### config.mk
export PLATFORM = sky130hd
export DESIGN_NAME = character_lcd_bus_sequencer
export DESIGN_NICKNAME = d
export VERILOG_FILES = /design/src/rtl/lcdseq_pkg.sv /design/src/rtl/lcdseq_cfg.sv /design/src/rtl/lcdseq_xfer.sv /design/src/rtl/character_lcd_bus_sequencer.sv
export VERILOG_INCLUDE_DIRS = /design/src /design/src/rtl
export SDC_FILE = /design/constraint.sdc
export NUM_CORES = 1
export LEC_CHECK = 0
export ABC_AREA = 1
export BUFFER_PORTS_ARGS = -buffer_cell sky130_fd_sc_hd__buf_2
export CORE_ASPECT_RATIO = 0.5
export CORE_MARGIN = 2
export CORE_UTILIZATION = 59
export CTS_CLUSTER_SIZE = 30
export DETAILED_ROUTE_END_ITERATION = 12
export GPL_ROUTABILITY_DRIVEN = 0
export GPL_TIMING_DRIVEN = 0
export HOLD_SLACK_MARGIN = 0.06
export PLACE_DENSITY = 0.9
export SLEW_MARGIN = 20
export SYNTH_ARGS = -nofsm -noshare
export SYNTH_HDL_FRONTEND = slang
export SYNTH_SLANG_ARGS = --single-unit
### constraint.sdc
create_clock -name i_clk -period 7.5 [get_ports i_clk]
set_input_delay 1.125 -clock i_clk [delete_from_list [all_inputs] [get_ports i_clk]]
set_output_delay 1.125 -clock i_clk [all_outputs]
set_load 0.01 [all_outputs]
### src/rtl/assert_macros.svh
// assertion macros used by the rtl sequencer top module
`ifndef ASSERT_MACROS_SVH
`define ASSERT_MACROS_SVH

`ifndef ASSERT_OFF

`define ASSERT_CLK(label, clk, rst_n, prop) \
    label: assert property (@(posedge clk) disable iff (!rst_n) prop) \
        else $error("assertion failed");

`define ASSERT_NEVER(label, clk, rst_n, expr) \
    label: assert property (@(posedge clk) disable iff (!rst_n) !(expr)) \
        else $error("forbidden condition seen");

`else

`define ASSERT_CLK(label, clk, rst_n, prop)

`define ASSERT_NEVER(label, clk, rst_n, expr)

`endif

`endif

### src/rtl/lcdseq_pkg.sv
// shared types, codes and constants of the character lcd bus sequencer
package lcdseq_pkg;

    localparam int MAX_XFERS = 12;
    localparam int IDX_W     = $clog2(MAX_XFERS);

    // operation codes
    localparam logic [3:0] ACT_INIT    = 4'd0;
    localparam logic [3:0] ACT_COMMAND = 4'd1;
    localparam logic [3:0] ACT_DATA    = 4'd2;
    localparam logic [3:0] ACT_CURSOR  = 4'd3;
    localparam logic [3:0] ACT_CLEAR   = 4'd4;
    localparam logic [3:0] ACT_HOME    = 4'd5;
    localparam logic [3:0] ACT_DISPLAY = 4'd6;
    localparam logic [3:0] ACT_ENTRY   = 4'd7;
    localparam logic [3:0] ACT_SCROLL  = 4'd8;
    localparam logic [3:0] ACT_GLYPH   = 4'd9;

    // configuration register indexes
    localparam logic [2:0] REG_EIGHT_BIT  = 3'd0;
    localparam logic [2:0] REG_LINE_COUNT = 3'd1;
    localparam logic [2:0] REG_DISPLAY_ON = 3'd2;
    localparam logic [2:0] REG_CURSOR_ON  = 3'd3;
    localparam logic [2:0] REG_BLINK_ON   = 3'd4;
    localparam logic [2:0] REG_AUTOSCROLL = 3'd5;

    // controller command bytes
    localparam logic [7:0] CMD_CLEAR     = 8'h01;
    localparam logic [7:0] CMD_HOME      = 8'h02;
    localparam logic [7:0] CMD_ENTRY     = 8'h06;
    localparam logic [7:0] CMD_DISPLAY   = 8'h08;
    localparam logic [7:0] CMD_DISP_INIT = 8'h0C;
    localparam logic [7:0] CMD_SHIFT_L   = 8'h18;
    localparam logic [7:0] CMD_SHIFT_R   = 8'h1C;
    localparam logic [7:0] CMD_FUNC      = 8'h20;
    localparam logic [7:0] FUNC_8BIT     = 8'h10;
    localparam logic [7:0] FUNC_2LINE    = 8'h08;
    localparam logic [7:0] CMD_CGRAM     = 8'h40;
    localparam logic [7:0] CMD_DDRAM     = 8'h80;
    localparam logic [7:0] NIB_WAKE      = 8'h03;
    localparam logic [7:0] NIB_4BIT      = 8'h02;

    typedef struct packed {
        logic       eight_bit_bus;
        logic [2:0] line_count;
        logic       display_on;
        logic       cursor_on;
        logic       blink_on;
        logic       autoscroll;
    } t_cfg;

    typedef struct packed {
        logic       register_select;
        logic [7:0] bus_value;
        logic       power_up_wait;
        logic       wait_after;
        logic       last_transfer;
    } t_xfer;

    // ddram start address of each display row
    function automatic logic [6:0] row_base(input logic [1:0] row);
        logic [6:0] base;
        case (row)
            2'd0:    base = 7'h00;
            2'd1:    base = 7'h40;
            2'd2:    base = 7'h14;
            default: base = 7'h54;
        endcase
        return base;
    endfunction

endpackage

### src/rtl/lcdseq_cfg.sv
// configuration register file of the lcd bus sequencer
module lcdseq_cfg import lcdseq_pkg::*; (
    input  logic       i_clk,
    input  logic       i_rst_n,
    input  logic       i_cfg_we,
    input  logic [2:0] i_cfg_index,
    input  logic [2:0] i_cfg_data,
    output t_cfg       o_cfg
);

    t_cfg r_cfg;

    always_ff @(posedge i_clk) begin
        if (!i_rst_n) begin
            r_cfg.eight_bit_bus <= 1'b0;
            r_cfg.line_count    <= 3'd1;
            r_cfg.display_on    <= 1'b1;
            r_cfg.cursor_on     <= 1'b0;
            r_cfg.blink_on      <= 1'b0;
            r_cfg.autoscroll    <= 1'b0;
        end else if (i_cfg_we) begin
            case (i_cfg_index)
                REG_EIGHT_BIT:  r_cfg.eight_bit_bus <= i_cfg_data[0];
                REG_LINE_COUNT: r_cfg.line_count    <= i_cfg_data;
                REG_DISPLAY_ON: r_cfg.display_on    <= i_cfg_data[0];
                REG_CURSOR_ON:  r_cfg.cursor_on     <= i_cfg_data[0];
                REG_BLINK_ON:   r_cfg.blink_on      <= i_cfg_data[0];
                REG_AUTOSCROLL: r_cfg.autoscroll    <= i_cfg_data[0];
                default: ;
            endcase
        end
    end

    assign o_cfg = r_cfg;

endmodule

### src/rtl/lcdseq_xfer.sv
// builds transfer number idx of one lcd operation
module lcdseq_xfer import lcdseq_pkg::*; (
    input  t_cfg             i_cfg,
    input  logic [3:0]       i_action,
    input  logic [7:0]       i_value,
    input  logic [6:0]       i_column,
    input  logic [7:0]       i_row,
    input  logic             i_scroll_left,
    input  logic [IDX_W-1:0] i_idx,
    output t_xfer            o_xfer
);

    always_comb begin
        logic [1:0]       max_row;
        logic [1:0]       row_sel;
        logic [6:0]       addr;
        logic [7:0]       func_set;
        logic [7:0]       cmd;
        logic             rs;
        logic             long_wait;
        logic             is_raw;
        logic [7:0]       raw_val;
        logic             raw_long;
        logic             half;
        logic             is_last;
        logic [IDX_W-1:0] off;
        logic [1:0]       step;

        case (i_cfg.line_count)
            3'd0, 3'd1: max_row = 2'd0;
            3'd2:       max_row = 2'd1;
            3'd3:       max_row = 2'd2;
            default:    max_row = 2'd3;
        endcase
        row_sel = (i_row > {6'd0, max_row}) ? max_row : i_row[1:0];
        addr    = i_column + row_base(row_sel);

        func_set = CMD_FUNC
                 | (i_cfg.eight_bit_bus ? FUNC_8BIT : 8'h00)
                 | ((i_cfg.line_count > 3'd1) ? FUNC_2LINE : 8'h00);

        rs        = 1'b0;
        long_wait = 1'b0;
        is_raw    = 1'b0;
        raw_val   = NIB_WAKE;
        raw_long  = 1'b0;
        half      = i_idx[0];
        is_last   = 1'b1;
        off       = '0;
        step      = 2'd0;
        cmd       = i_value;

        case (i_action)
            ACT_INIT: begin
                // wake-up preamble first, then four setup bytes
                if (i_cfg.eight_bit_bus) begin
                    is_raw   = (i_idx < IDX_W'(3));
                    raw_val  = func_set;
                    raw_long = (i_idx != IDX_W'(2));
                    off      = i_idx - IDX_W'(3);
                    step     = off[1:0];
                end else begin
                    is_raw   = (i_idx < IDX_W'(4));
                    raw_val  = (i_idx == IDX_W'(3)) ? NIB_4BIT : NIB_WAKE;
                    raw_long = (i_idx != IDX_W'(3));
                    off      = i_idx - IDX_W'(4);
                    step     = off[2:1];
                end
                case (step)
                    2'd0:    cmd = func_set;
                    2'd1:    cmd = CMD_DISP_INIT;
                    2'd2: begin
                        cmd       = CMD_CLEAR;
                        long_wait = 1'b1;
                    end
                    default: cmd = CMD_ENTRY;
                endcase
                is_last = (step == 2'd3);
            end
            ACT_COMMAND: cmd = i_value;
            ACT_DATA: begin
                cmd = i_value;
                rs  = 1'b1;
            end
            ACT_CURSOR:  cmd = CMD_DDRAM | {1'b0, addr};
            ACT_CLEAR: begin
                cmd       = CMD_CLEAR;
                long_wait = 1'b1;
            end
            ACT_HOME: begin
                cmd       = CMD_HOME;
                long_wait = 1'b1;
            end
            ACT_DISPLAY: cmd = CMD_DISPLAY | {5'd0, i_cfg.display_on,
                                              i_cfg.cursor_on, i_cfg.blink_on};
            ACT_ENTRY:   cmd = CMD_ENTRY | {7'd0, i_cfg.autoscroll};
            ACT_SCROLL:  cmd = i_scroll_left ? CMD_SHIFT_L : CMD_SHIFT_R;
            ACT_GLYPH:   cmd = CMD_CGRAM | {2'd0, i_value[2:0], 3'd0};
            default:     cmd = i_value;
        endcase

        o_xfer.register_select = rs;
        if (is_raw) begin
            o_xfer.bus_value     = raw_val;
            o_xfer.power_up_wait = (i_idx == '0);
            o_xfer.wait_after    = raw_long;
            o_xfer.last_transfer = 1'b0;
        end else if (i_cfg.eight_bit_bus) begin
            o_xfer.bus_value     = cmd;
            o_xfer.power_up_wait = 1'b0;
            o_xfer.wait_after    = long_wait;
            o_xfer.last_transfer = is_last;
        end else begin
            // high nibble on the even transfer, low nibble carries the wait
            o_xfer.bus_value     = half ? {4'd0, cmd[3:0]} : {4'd0, cmd[7:4]};
            o_xfer.power_up_wait = 1'b0;
            o_xfer.wait_after    = half & long_wait;
            o_xfer.last_transfer = half & is_last;
        end
    end

endmodule

### src/rtl/character_lcd_bus_sequencer.sv
// Character LCD bus sequencer: expands one LCD operation into controller bus words.
//
// Input channel (i_valid / o_stall) takes one operation word; the output channel
// (o_valid / i_stall) gives one bus transfer per word, the last one of an operation
// marked by o_last_transfer. The config port (i_cfg_we, i_cfg_index, i_cfg_data)
// writes a register; the user must use it only while the block is idle, which the
// block itself does not enforce. The first transfer of an operation is valid once
// the operation has passed the operation register and the output register; this
// single output register then gives one transfer per cycle while the receiver does
// not stall. An operation makes 1 to 12 transfers (init is 12 on a nibble bus and 7
// on a byte bus, other operations 1 or 2, unused codes take no transfer and are
// dropped on acceptance). The next operation is accepted in the cycle the last
// transfer of the current one moves to the output register. When the receiver
// stalls, the output register and the transfer counter hold, and o_stall rises on
// the input side if an operation waits. Reset empties both stages and loads the
// register defaults (nibble bus, one line, display on).
`include "assert_macros.svh"

module character_lcd_bus_sequencer import lcdseq_pkg::*; (
    input  logic       i_clk,
    input  logic       i_rst_n,
    input  logic       i_cfg_we,
    input  logic [2:0] i_cfg_index,
    input  logic [2:0] i_cfg_data,
    input  logic       i_valid,
    output logic       o_stall,
    input  logic [3:0] i_action,
    input  logic [7:0] i_value,
    input  logic [6:0] i_column,
    input  logic [7:0] i_row,
    input  logic       i_scroll_left,
    output logic       o_valid,
    input  logic       i_stall,
    output logic       o_register_select,
    output logic [7:0] o_bus_value,
    output logic       o_power_up_wait,
    output logic       o_wait_after,
    output logic       o_last_transfer
);

    t_cfg             cfg;
    t_xfer            xfer;

    logic             r_a_valid;
    logic [IDX_W-1:0] r_a_idx;
    logic [3:0]       r_action;
    logic [7:0]       r_value;
    logic [6:0]       r_column;
    logic [7:0]       r_row;
    logic             r_scroll_left;
    logic             r_o_valid;
    t_xfer            r_out;

    logic             advance;
    logic             finish;
    logic             accept;

    lcdseq_cfg u_cfg (
        .i_clk       (i_clk),
        .i_rst_n     (i_rst_n),
        .i_cfg_we    (i_cfg_we),
        .i_cfg_index (i_cfg_index),
        .i_cfg_data  (i_cfg_data),
        .o_cfg       (cfg)
    );

    lcdseq_xfer u_xfer (
        .i_cfg         (cfg),
        .i_action      (r_action),
        .i_value       (r_value),
        .i_column      (r_column),
        .i_row         (r_row),
        .i_scroll_left (r_scroll_left),
        .i_idx         (r_a_idx),
        .o_xfer        (xfer)
    );

    assign advance = !r_o_valid || !i_stall;
    assign finish  = r_a_valid && advance && xfer.last_transfer;
    assign o_stall = r_a_valid && !finish;
    assign accept  = i_valid && !o_stall;

    always_ff @(posedge i_clk) begin
        if (!i_rst_n) begin
            r_a_valid <= 1'b0;
            r_a_idx   <= '0;
            r_o_valid <= 1'b0;
        end else begin
            if (accept) begin
                // unused codes produce nothing, so they never occupy the stage
                r_a_valid <= (i_action <= ACT_GLYPH);
                r_a_idx   <= '0;
            end else if (finish) begin
                r_a_valid <= 1'b0;
                r_a_idx   <= '0;
            end else if (r_a_valid && advance) begin
                r_a_idx <= r_a_idx + IDX_W'(1);
            end
            if (advance) begin
                r_o_valid <= r_a_valid;
            end
        end
    end

    always_ff @(posedge i_clk) begin
        if (accept) begin
            r_action      <= i_action;
            r_value       <= i_value;
            r_column      <= i_column;
            r_row         <= i_row;
            r_scroll_left <= i_scroll_left;
        end
        if (advance && r_a_valid) begin
            r_out <= xfer;
        end
    end

    assign o_valid           = r_o_valid;
    assign o_register_select = r_out.register_select;
    assign o_bus_value       = r_out.bus_value;
    assign o_power_up_wait   = r_out.power_up_wait;
    assign o_wait_after      = r_out.wait_after;
    assign o_last_transfer   = r_out.last_transfer;

    `ASSERT_CLK(a_idx_range, i_clk, i_rst_n, r_a_valid |-> (r_a_idx < IDX_W'(MAX_XFERS)))
    `ASSERT_CLK(a_idle_idx_zero, i_clk, i_rst_n, !r_a_valid |-> (r_a_idx == '0))
    `ASSERT_CLK(a_hold_on_stall, i_clk, i_rst_n, (r_o_valid && i_stall) |=> $stable(r_a_idx))
    `ASSERT_NEVER(a_pwr_on_data, i_clk, i_rst_n,
                  o_valid && o_power_up_wait && (o_register_select || !o_wait_after))

endmodule

## After elaboration in Yosys (flattened, before gate mapping)

Index checks and enable logic that the tools add are counted.

- Multiplexer cells: 26
- Bitwise gates (word level): 4
- Add/sub/neg operators: 4
- Magnitude comparators: 5
- Eq/ne operators: 24
- Reductions and logical operators: 25

Operators by type and width:

| kind | count |
|---|---|
| 8-bit case mux with 8 select lines | 1 |
| 8-bit case mux with 3 select lines | 1 |
| 11-bit two-way mux | 2 |
| 7-bit case mux with 3 select lines | 1 |
| 4-bit by 3-bit == test with 1-bit output, second input constant | 4 |
| 8-bit two-way mux | 2 |
| 3-bit by 2-bit == test with 1-bit output, second input constant | 4 |
| 4-bit by 2-bit == test with 1-bit output, second input constant | 3 |
| 2-bit AND reduction | 6 |
| 1-bit two-way mux | 10 |
| 4-bit == test, second input constant | 2 |
| 8-bit by 2-bit greater-than comparator with 1-bit output | 1 |
| 4-bit logical NOT | 2 |
| 4-bit two-way mux | 2 |
| 4-bit by 2-bit inequality test with 1-bit output, second input constant | 2 |
| 8-bit bitwise OR | 1 |
| 7-bit adder | 1 |
| 2-bit == test, second input constant | 3 |
| 3-bit by 1-bit == test with 1-bit output, second input constant | 2 |
| 3-bit == test, second input constant | 2 |
| 3-bit logical NOT | 2 |
| 2-bit two-way mux | 3 |
| 2-bit case mux with 3 select lines | 1 |
| 5-bit two-way mux | 1 |
| 19 further kinds | 29 |

- Output and inout bits: 14
- Bits of input ports: 39
- Register bits after elaboration: 54
- Logic and storage cells: 107

## Logic depth before layout (Yosys ltp)

Gate-level depths: netlist of the first run.

- Depth in word-level cells: 18
- Gate-level depth with buffers: 16

## Cells and area by module

A second synthesis of the first run with hierarchy kept.

- Cells, all modules: 299
- Area, all modules: 2731.4 µm²

By module, submodules not included:

| module | times used | cells each | area an instance (µm²) |
|---|---|---|---|
| character_lcd_bus_sequencer | 1 | 77 | 1483.9 |
| lcdseq_xfer | 1 | 163 | 860.8 |
| lcdseq_cfg | 1 | 59 | 386.6 |

## Worst setup path before layout of the first run

OpenSTA, ideal clock, no wires.

- Path kind: in2reg
- Start: input i_stall
- End: register r_action[0], enable pin
- Library setup time: 0.391 ns
- Arrival: 2.640 ns
- Setup slack: 4.469 ns
- Stages on the path: 7
- Cells stage by stage: nand2_1 -> nand2_1 -> inv_1 -> nand2_4 -> nand2_2 -> inv_2 -> nor2_2

- Word-level cells in the longest chain between the ends: 8

Ends and longest elaborated chain:

| element | line | text |
|---|---|---|
| start: declaration | character_lcd_bus_sequencer.sv:33 | `input logic i_stall,` |
| 1-bit logical NOT | character_lcd_bus_sequencer.sv:78 | `assign advance = !r_o_valid \|\| !i_stall;` |
| 1-bit logical OR | character_lcd_bus_sequencer.sv:78 |  |
| 1-bit logical AND (2 in a row) | character_lcd_bus_sequencer.sv:79 | `assign finish = r_a_valid && advance && xfer.last_transfer;` |
| 1-bit logical NOT | character_lcd_bus_sequencer.sv:80 | `assign o_stall = r_a_valid && !finish;` |
| 1-bit logical AND | character_lcd_bus_sequencer.sv:80 |  |
| net o_stall | character_lcd_bus_sequencer.sv:26 | `output logic o_stall,` |
| 1-bit logical NOT | character_lcd_bus_sequencer.sv:81 | `assign accept = i_valid && !o_stall;` |
| 1-bit logical AND | character_lcd_bus_sequencer.sv:81 |  |
| net accept | character_lcd_bus_sequencer.sv:56 | `logic accept;` |
| end signal: assignment | character_lcd_bus_sequencer.sv:107 | `r_action <= i_action;` |
| end: declaration | character_lcd_bus_sequencer.sv:46 | `logic [3:0] r_action;` |

The timed path passes the listed nets, and every way through them passes these cells.
A chain may end at the register's enable or synchronous reset.

## Worst setup path in the final report of the first run

- Start: input i_stall
- End: output o_stall

- Word-level cells in the longest chain between the ends: 6

Ends and longest elaborated chain:

| element | line |
|---|---|
| 1-bit logical NOT | character_lcd_bus_sequencer.sv:78 |
| 1-bit logical OR | character_lcd_bus_sequencer.sv:78 |
| 1-bit logical AND (2 in a row) | character_lcd_bus_sequencer.sv:79 |
| 1-bit logical NOT | character_lcd_bus_sequencer.sv:80 |
| 1-bit logical AND | character_lcd_bus_sequencer.sv:80 |
| end: declaration | character_lcd_bus_sequencer.sv:26 |

Every way passes these cells.

==> results of run 1 <==
## cell usage after synthesis, types with 3 or more instances
library cell	number
a31oi_1	3
nor2_1	31
o21ai_0	14
dfxtp_1	14
ha_1	7
edfxtp_1	40
nand3_1	28
inv_2	6
nor3_1	4
nand2_1	48
a21oi_1	18
inv_1	35
nor2_4	4
## registers in the layout, indices dropped and copies added, names as in the netlist
| signal | cells |
|---|---|
| o_last_transfer | 1 |
| r_column | 7 |
| r_scroll_left | 1 |
| o_register_select | 1 |
| o_power_up_wait | 1 |
| r_action | 4 |
| r_value | 8 |
| r_a_valid | 1 |
| o_wait_after | 1 |
| u_cfg.o_cfg | 8 |
| r_row | 8 |
| o_bus_value | 8 |
| o_valid | 1 |
| r_a_idx | 4 |
## worst max path at each step
| stage | start | to | depth (start not counted) |
|---|---|---|---|
| floorplan | i_stall | r_action[0] | 7 |
| global placement | i_stall | r_row[4] | 8 |
| detailed placement | i_stall | o_stall | 8 |
| CTS | i_stall | o_stall | 8 |
| global route | i_stall | o_stall | 8 |
| finish | i_stall | o_stall | 8 |
## through the flow
step,worst slack (ps),hold WS (ps),std cells
after floorplan,4470,423,277
after global routing,3990,469,394
final,4130,450,394
after detailed placement,4110,435,386
after global placement,4080,438,386
after CTS,4110,449,394
## final cells by class
type | count | area, µm² | area share (%)
Buffer | 1 | 11.3 | 0.370
Inverter | 41 | 154 | 5.06
Multi-Input combinational cell | 181 | 973 | 32.0
Tap cell | 57 | 71.3 | 2.34
Clock buffer | 7 | 86.3 | 2.84
Clock inverter | 1 | 5.00 | 0.164
Timing Repair Buffer | 52 | 260 | 8.55
Sequential cell | 54 | 1480 | 48.7
## logic make-up after synthesis
kind of cell,Yosys count
compound gates,47
xor+xnor,2
fa+ha+maj,7
buf+inv,42
flops,54
simple gates,125
## metal layers
metal | share of wire (%) | GRT usage, %
met1 | 43 | 29.7
met2 | 47 | 37.3
met3 | 9.2 | 6.16
met4 | 1.2 | 8.22
met5 | 0 | 0
## worst max-delay path: cells and delay by family
family                 cells  cell delay (ps)
and+or+nand+nor            4              410
buffers and inverters      4              710
## power groups by stage
stage,Combinational (µW),Clock [µW],Sequential (µW)
after floorplan,47.0,0,357
after detailed placement,77.7,0,357
after global placement,72.9,0,356
final,78.8,165,350
after global routing,88.2,182,352
after CTS,78.2,168,350
==> flow_metrics.tcl, run 1 <==
set metrics [dict create \
    final_layout_size_suffix_gt1_share_pct 23.7 \
    hold_viol 0 \
    wl_per_cell_um 13.3 \
    cts.sink_count 54 \
    cpPeakStageDelay_ps 440 \
    route.detailed.drc 0 \
    cts-root-buf "clkbuf_8" \
    fin_worst_skew_ps 3.81 \
    antenna_found_initial 0 \
    setup.worst_path.end_class "output pin" \
    wirelength_mm 5.23 \
    die_h_um 51.1 \
    layout-area-overhead-vs-synth_pct 16.4 \
    path_class "primary input to output pin" \
    cts_tree "yes" \
    core_mm2 0.00434 \
    htree_levels 2 \
    reg2reg_to "r_row[0]" \
    drtIter0Drc 185 \
    synth-simple-area-share_pct 21.9 \
    vias 2167 \
    period_needed_ps 3370 \
    ff2ff_setup_slack_ps 4990 \
    hold-path-endpoint "u_cfg.o_cfg[2]" \
    first_pass_iters 5 \
    final-max-slew-violation-count 0 \
    slowest_stage "inv_1" \
    postCtsSetupRepairBufs 0 \
    syn_avg_cell_area_um2 9.44 \
    grt_max_degree 29 \
    nets 382 \
    fmaxAchievable_mhz 296 \
    hold_path_class "register to register" \
    arrival_ps 2250 \
    cp_max_fo 14 \
    overflow 0 \
    rsz0062_at_grt "false" \
    layout_commonest_cell "buf_2" \
    syn_nets 323 \
    holdBufCountCts 0 \
    swShare_pct 25.1 \
    synth-xor-area-share_pct 0.670 \
    portBuffers 52 \
    min_from "u_cfg.o_cfg[2]" \
    worstSetupStartpointType "primary input" \
    synth_warnings 0 \
    grt_usage_pct 22.7 \
    async_flop_share_pct 0 \
    pwr_density_cell_mw_per_mm2 195 \
    dp_hpwl_mm 4.10 \
    clkPwrFrac_pct 27.8 \
    combPwrFrac_pct 13.3 \
    start_util_pct 60.3 \
    p_switching_uw 149 \
    most-common-layout-cells "52 x buf_2, 48 x nand2_1, 40 x edfxtp_1, 35 x inv_1, 31 x nor2_1" \
    synth.yosys.seq_area_share_pct 56.7 \
    p_leak_uw 0.00134 \
    relSlewSlack_pct 48.9 \
    grt_pass1_wl_mm 8.74 \
    die_w_um 98.2 \
    cts.path.max_buffers 2 \
    cts_resized 0 \
    irDropWorstVdd_uv 131 \
    fillers 336 \
    synth_top_area_cell "edfxtp_1" \
    setup_tns_ps 0 \
    synth.area.mux_share_pct 0 \
    ant_nets 0 \
    status "finished clean" \
    setup_viol 0 \
    ff2ff_path_depth 10 \
    holdPathStages 2 \
    synthTopCellsByArea "edfxtp_1 46%, dfxtp_1 11%, nand2_1 6.9%" \
    rr_startpoint "r_a_idx[0]" \
    antenna_cells 0 \
    p_int_uw 445 \
    rows 17 \
    vias_per_cell 5.50 \
    required_ps 6380 \
    synth_ff_type "edfxtp_1" \
    cap_violations 0 \
    synth_top_family_by_area "simple AND/OR/NAND/NOR gates" \
    synth-edff-count 40 \
    ys_seq_elements 54 \
    die_area_mm2 0.00501 \
    path_clk_slew_ps 90 \
    final_area_mm2 0.00304 \
    worst_slew_pin_slew_ps 764 \
    crit_chain "buf_2 -> nand2_1 -> nand2_1 -> inv_1 -> nand2_4 -> nand2_2 -> inv_2 -> buf_2" \
    synthAdderAreaFrac_pct 3.35 \
    yosysUniqueCellTypes 32 \
    io_pins 53 \
    grt_pass1_vias 1981 \
    seqPwrFrac_pct 58.9 \
    place_area_mm2 0.00295 \
    synth_top_area_share_pct 45.9 \
    synth_cells 277 \
    finalCritPeriodShare_pct 45.0 \
    power_uw 594 \
    final_core_util_pct 70.1 \
    clk-insertion-delay-late_ps 310 \
    synth_compound_area_share_pct 11.1 \
    cts_buffers 5 \
    synth_area_mm2 0.00262 \
]
(Power assumes the default switching activity.)
==> run 2, diff against run 1 <==
--- a/config.mk
+++ b/config.mk
@@ -10,13 +10,13 @@
 export BUFFER_PORTS_ARGS = -buffer_cell sky130_fd_sc_hd__buf_2
 export CORE_ASPECT_RATIO = 0.5
 export CORE_MARGIN = 2
-export CORE_UTILIZATION = 59
+export CORE_UTILIZATION = 49
 export CTS_CLUSTER_SIZE = 30
 export DETAILED_ROUTE_END_ITERATION = 12
 export GPL_ROUTABILITY_DRIVEN = 0
 export GPL_TIMING_DRIVEN = 0
 export HOLD_SLACK_MARGIN = 0.06
-export PLACE_DENSITY = 0.9
+export PLACE_DENSITY = 0.8
 export SLEW_MARGIN = 20
 export SYNTH_ARGS = -nofsm -noshare
 export SYNTH_HDL_FRONTEND = slang
==> constraint.sdc (replaced) <==
create_clock -name i_clk -period 2.76 [get_ports i_clk]
set_input_delay 0.414 -clock i_clk [delete_from_list [all_inputs] [get_ports i_clk]]
set_output_delay 0.414 -clock i_clk [all_outputs]
set_load 0.01 [all_outputs]
==> run 2 against run 1 <==
Cell area is 0.53% higher. Clock-buffer cell count stayed put. Critical path depth is 2 higher. Sequential cell count stayed put. Critical path type is now register to register. Largest power group unchanged. Highest routed layer unchanged.
==> flow_metrics.tcl, run 2 (synthesized netlist as in run 1, its figures left out) <==
set metrics [dict create \
    die_area_mm2 0.00597 \
    p_switching_uw 404 \
    grt_max_degree 29 \
    layout_commonest_cell "buf_2" \
    p_int_uw 1210 \
    cts.sink_count 54 \
    cap_violations 0 \
    route.detailed.drc 0 \
    worstSetupStartpointType "register" \
    drtIter0Drc 168 \
    path_clk_slew_ps 90 \
    path_class "register to register" \
    worst_slew_pin_slew_ps 799 \
    fillers 438 \
    final_layout_size_suffix_gt1_share_pct 23.7 \
    fin_ws_ps 210 \
    grt_usage_pct 18.9 \
    setup.worst_path.end_class "register" \
    vias 2115 \
    ant_nets 0 \
    io_pins 53 \
    dp_hpwl_mm 4.19 \
    die_h_um 55.7 \
    period_needed_ps 2550 \
    cts-root-buf "clkbuf_8" \
    cts_tree "yes" \
    die_w_um 107 \
    overflow 0 \
    cp_max_fo 28 \
    portBuffers 52 \
    htree_levels 2 \
    relSlewSlack_pct 46.6 \
    antenna_cells 0 \
    clkPwrFrac_pct 27.7 \
    holdWs_ps 272 \
    finalCritPeriodShare_pct 92.4 \
    rsz0062_at_grt "false" \
    rows 18 \
    nets 382 \
    rr_startpoint "r_a_idx[0]" \
    holdPathStages 1 \
    hold_path_class "primary input to register" \
    ff2ff_path_depth 10 \
    wirelength_mm 5.45 \
    status "finished clean" \
    wl_per_cell_um 13.4 \
    fin_worst_skew_ps 5.68 \
    setup_tns_ps 0 \
    pwr_density_cell_mw_per_mm2 527 \
    fmaxAchievable_mhz 392 \
    layout-area-overhead-vs-synth_pct 17.0 \
    holdBufCountCts 0 \
    final-max-slew-violation-count 0 \
    dp_slack_ps 259 \
    p_leak_uw 0.00134 \
    first_pass_iters 5 \
    hold-path-endpoint "r_column[6]" \
    most-common-layout-cells "52 x buf_2, 48 x nand2_1, 40 x edfxtp_1, 35 x inv_1, 31 x nor2_1" \
    cts.path.max_buffers 2 \
    grt_pass1_wl_mm 8.67 \
    clk-insertion-delay-late_ps 310 \
    seqPwrFrac_pct 59.0 \
    grt_pass1_vias 1953 \
    postCtsSetupRepairBufs 0 \
    place_area_mm2 0.00297 \
    cts_buffers 5 \
    combPwrFrac_pct 13.4 \
    irDropWorstVdd_uv 284 \
    core_mm2 0.00502 \
    final_area_mm2 0.00306 \
    cts_resized 0 \
    hold_viol 0 \
    arrival_ps 2490 \
    swShare_pct 25.0 \
    required_ps 2700 \
    vias_per_cell 5.20 \
    start_util_pct 52.1 \
    ff2ff_setup_slack_ps 210 \
    antenna_found_initial 0 \
    reg2reg_to "r_row[1]" \
    min_from "i_column[6]" \
    setup_viol 0 \
]
run 2: cell counts in the layout (fill, tap and decap cells not counted):
No cell type changed its count.
run 2: power by group through the flow:
stage                     clock network [µW]  logic [µW]  registers (µW)
after floorplan                            0         128             971
after global placement                     0         200             967
after detailed placement                   0         212             969
after CTS                                460         214             950
after global routing                     486         239             956
final                                    446         215             951
run 2: metrics by stage:
stage                     std cells  power [µW]  util [%]
after detailed placement        399        1180      59.1
after CTS                       407        1620      60.9
final                           407        1610      60.9
after global placement          399        1170      59.0
after global routing            407        1680      60.9
after floorplan                 277        1100         -
run 2: worst max-delay path by stage:
| stage | start | to | slack (ps) | cells after the start |
|---|---|---|---|---|
| floorplan | r_a_idx[0] | r_action[0] | 280 | 10 |
| global placement | r_a_idx[0] | r_row[7] | -70 | 10 |
| detailed placement | r_a_idx[0] | r_column[6] | 260 | 10 |
| CTS | r_a_idx[0] | r_row[1] | 220 | 10 |
| global route | r_a_idx[0] | r_column[1] | 7 | 10 |
| finish | r_a_idx[0] | r_row[1] | 210 | 10 |
run 2: worst max-delay path, cell delays in order (launching register included):
cell and delay [ps]:
dfxtp_1 440, inv_1 120, ha_1 330, o21ai_2 110, o21ai_1 140, inv_1 80
nor2_4 150, nand2_4 70, nand2_2 90, inv_2 50, nor2_4 610
run 2: area by class of cell:
| class | instances | area [µm²] | area share, % |
|---|---|---|---|
| multi-input cells | 181 | 973 | 31.8 |
| plain buffers | 1 | 11.3 | 0.368 |
| clock inverters | 1 | 5.00 | 0.164 |
| flip-flops and latches | 54 | 1480 | 48.4 |
| well taps | 70 | 87.6 | 2.86 |
| repair buffers | 52 | 260 | 8.51 |
| clock buffers | 7 | 86.3 | 2.82 |
| inverters | 41 | 154 | 5.03 |
run 2: per-layer routing:
metal  vias up  wire length [µm]  track usage [%]
met5         -                 0                0
met4         0               129             8.72
met3        18               501             4.45
met2        99              2550             31.6
met1       942              2270             23.4
li1       1056                 -                -
==> run 3, diff against run 2 <==
--- a/config.mk
+++ b/config.mk
@@ -13,7 +13,7 @@
 export CORE_UTILIZATION = 49
 export CTS_CLUSTER_SIZE = 30
 export DETAILED_ROUTE_END_ITERATION = 12
-export GPL_ROUTABILITY_DRIVEN = 0
+export GPL_ROUTABILITY_DRIVEN = 1
 export GPL_TIMING_DRIVEN = 0
 export HOLD_SLACK_MARGIN = 0.06
 export PLACE_DENSITY = 0.8
==> constraint.sdc (replaced) <==
create_clock -name i_clk -period 2.76 [get_ports i_clk]
set_input_delay 0.414 -clock i_clk [delete_from_list [all_inputs] [get_ports i_clk]]
set_output_delay 0.414 -clock i_clk [all_outputs]
set_load 0.02 [all_outputs]
==> run 3 against run 2 <==
Register-to-register slack better by 40 ps. Via count is 1.5% lower. Clock-buffer cell count is 1 higher. Critical endpoint is now r_column[0].
==> flow_metrics.tcl, run 3 (synthesized netlist as in run 1, its figures left out) <==
set metrics [dict create \
    final_layout_size_suffix_gt1_share_pct 23.1 \
    io_pins 53 \
    antenna_cells 0 \
    holdBufCountCts 0 \
    worst_slew_pin_slew_ps 752 \
    setup_tns_ps 0 \
    postCtsSetupRepairBufs 0 \
    rr_startpoint "r_a_idx[0]" \
    vias_per_cell 5.12 \
    htree_levels 2 \
    fin_worst_skew_ps 3.96 \
    crit_end "r_column[0]" \
    start_util_pct 52.1 \
    fillers 434 \
    fmaxAchievable_mhz 399 \
    arrival_ps 2450 \
    grt_max_degree 29 \
    seq_area_mm2 0.00148 \
    p_leak_uw 0.00134 \
    final-max-slew-violation-count 0 \
    hold_viol 0 \
    die_area_mm2 0.00597 \
    nets 382 \
    slowest_stage "nor2_4" \
    cts-root-buf "clkbuf_8" \
    crit_chain "inv_1 -> ha_1 -> o21ai_2 -> o21ai_1 -> inv_1 -> nor2_4 -> nand2_4 -> nand2_2 -> inv_2 -> nor2_4" \
    first_pass_iters 6 \
    reg2reg_to "r_column[0]" \
    dp_hpwl_mm 4.03 \
    cap_violations 0 \
    grt_pass1_vias 1912 \
    layout-area-overhead-vs-synth_pct 16.6 \
    setup.worst_path.end_class "register" \
    ff2ff_setup_slack_ps 250 \
    cpPeakStageDelay_ps 570 \
    most-common-layout-cells "52 x buf_2, 48 x nand2_1, 40 x edfxtp_1, 35 x inv_1, 31 x nor2_1" \
    period_needed_ps 2510 \
    status "finished clean" \
    overflow 0 \
    path_class "register to register" \
    irDropWorstVdd_uv 269 \
    grt_usage_pct 18.4 \
    portBuffers 52 \
    cp_max_fo 28 \
    cts.sink_count 54 \
    pwr_density_cell_mw_per_mm2 522 \
    finalCritPeriodShare_pct 90.8 \
    path_clk_slew_ps 90 \
    setup_viol 0 \
    ff2ff_path_depth 10 \
    place.gp.congestion 0.891 \
    clk-insertion-delay-late_ps 300 \
    power_uw 1590 \
    rows 18 \
    route.detailed.drc 0 \
    final_area_mm2 0.00305 \
    multi_input_area_um2 973 \
    grt_pass1_wl_mm 8.45 \
    die_w_um 107 \
    die_h_um 55.7 \
    required_ps 2700 \
    worstSetupStartpointType "register" \
    wl_per_cell_um 12.9 \
    cts_resized 0 \
    drtIter0Drc 146 \
    antenna_found_initial 0 \
    layout_commonest_cell "buf_2" \
    cts_tree "yes" \
    ant_nets 0 \
    cts_buffers 5 \
    core_mm2 0.00502 \
    wirelength_mm 5.25 \
    vias 2084 \
    relSlewSlack_pct 49.7 \
    cts.path.max_buffers 2 \
    hold_path_class "primary input to register" \
    worstSetupStartpoint "r_a_idx[0]" \
    place_area_mm2 0.00297 \
    rsz0062_at_grt "false" \
]
==> run 3: area by class of cell <==
type	instances	share of cell area, %
Tap cell	70	2.87
Multi-Input combinational cell	181	31.9
Buffer	1	0.369
Inverter	41	5.05
Sequential cell	54	48.6
Timing Repair Buffer	52	8.54
Clock buffer	8	2.63
==> run 3: per-stage QoR <==
stage,setup WS [ps],std cells,hold WS (ps),utilization (%)
after floorplan,251,277,423,-
after global placement,-89.1,399,439,59.0
after detailed placement,239,399,440,59.1
after CTS,228,407,275,60.7
after global routing,47.6,407,261,60.7
final,253,407,280,60.7
==> run 3: worst min path at each step <==
stage	start	to	slack (ps)	cells after the start
after floorplan	u_cfg.o_cfg[2]	u_cfg.o_cfg[2]	420	2
after global placement	u_cfg.o_cfg[2]	u_cfg.o_cfg[2]	440	2
after detailed placement	u_cfg.o_cfg[2]	u_cfg.o_cfg[2]	440	2
after CTS	i_row[1]	r_row[1]	270	1
after global routing	i_row[1]	r_row[1]	260	1
final	i_row[5]	r_row[5]	280	1
==> run 3: per-layer routing <==
layer	vias to the layer above	routed length [µm]	track usage [%]
met5	-	0	0
met4	0	110	7.24
met3	11	433	4.92
met2	78	2360	28.6
met1	937	2350	24.8
li1	1058	-	-
==> run 3: critical path, delay by kind of cell (launching register included) <==
family / cells / cell delay [ps]
AOI/OAI and AO/OA: 2 / 240
and+or+nand+nor: 4 / 880
adders and majority gates: 1 / 330
buffers and inverters: 3 / 250
DFF: 1 / 430
==> run 3: power breakdown <==
| part | total, µW | internal (µW) | switching [µW] |
|---|---|---|---|
| sequential | 950 | 927 | 22.9 |
| combinational | 223 | 77.8 | 145 |
| clock | 419 | 181 | 238 |
| total | 1590 | 1190 | 406 |
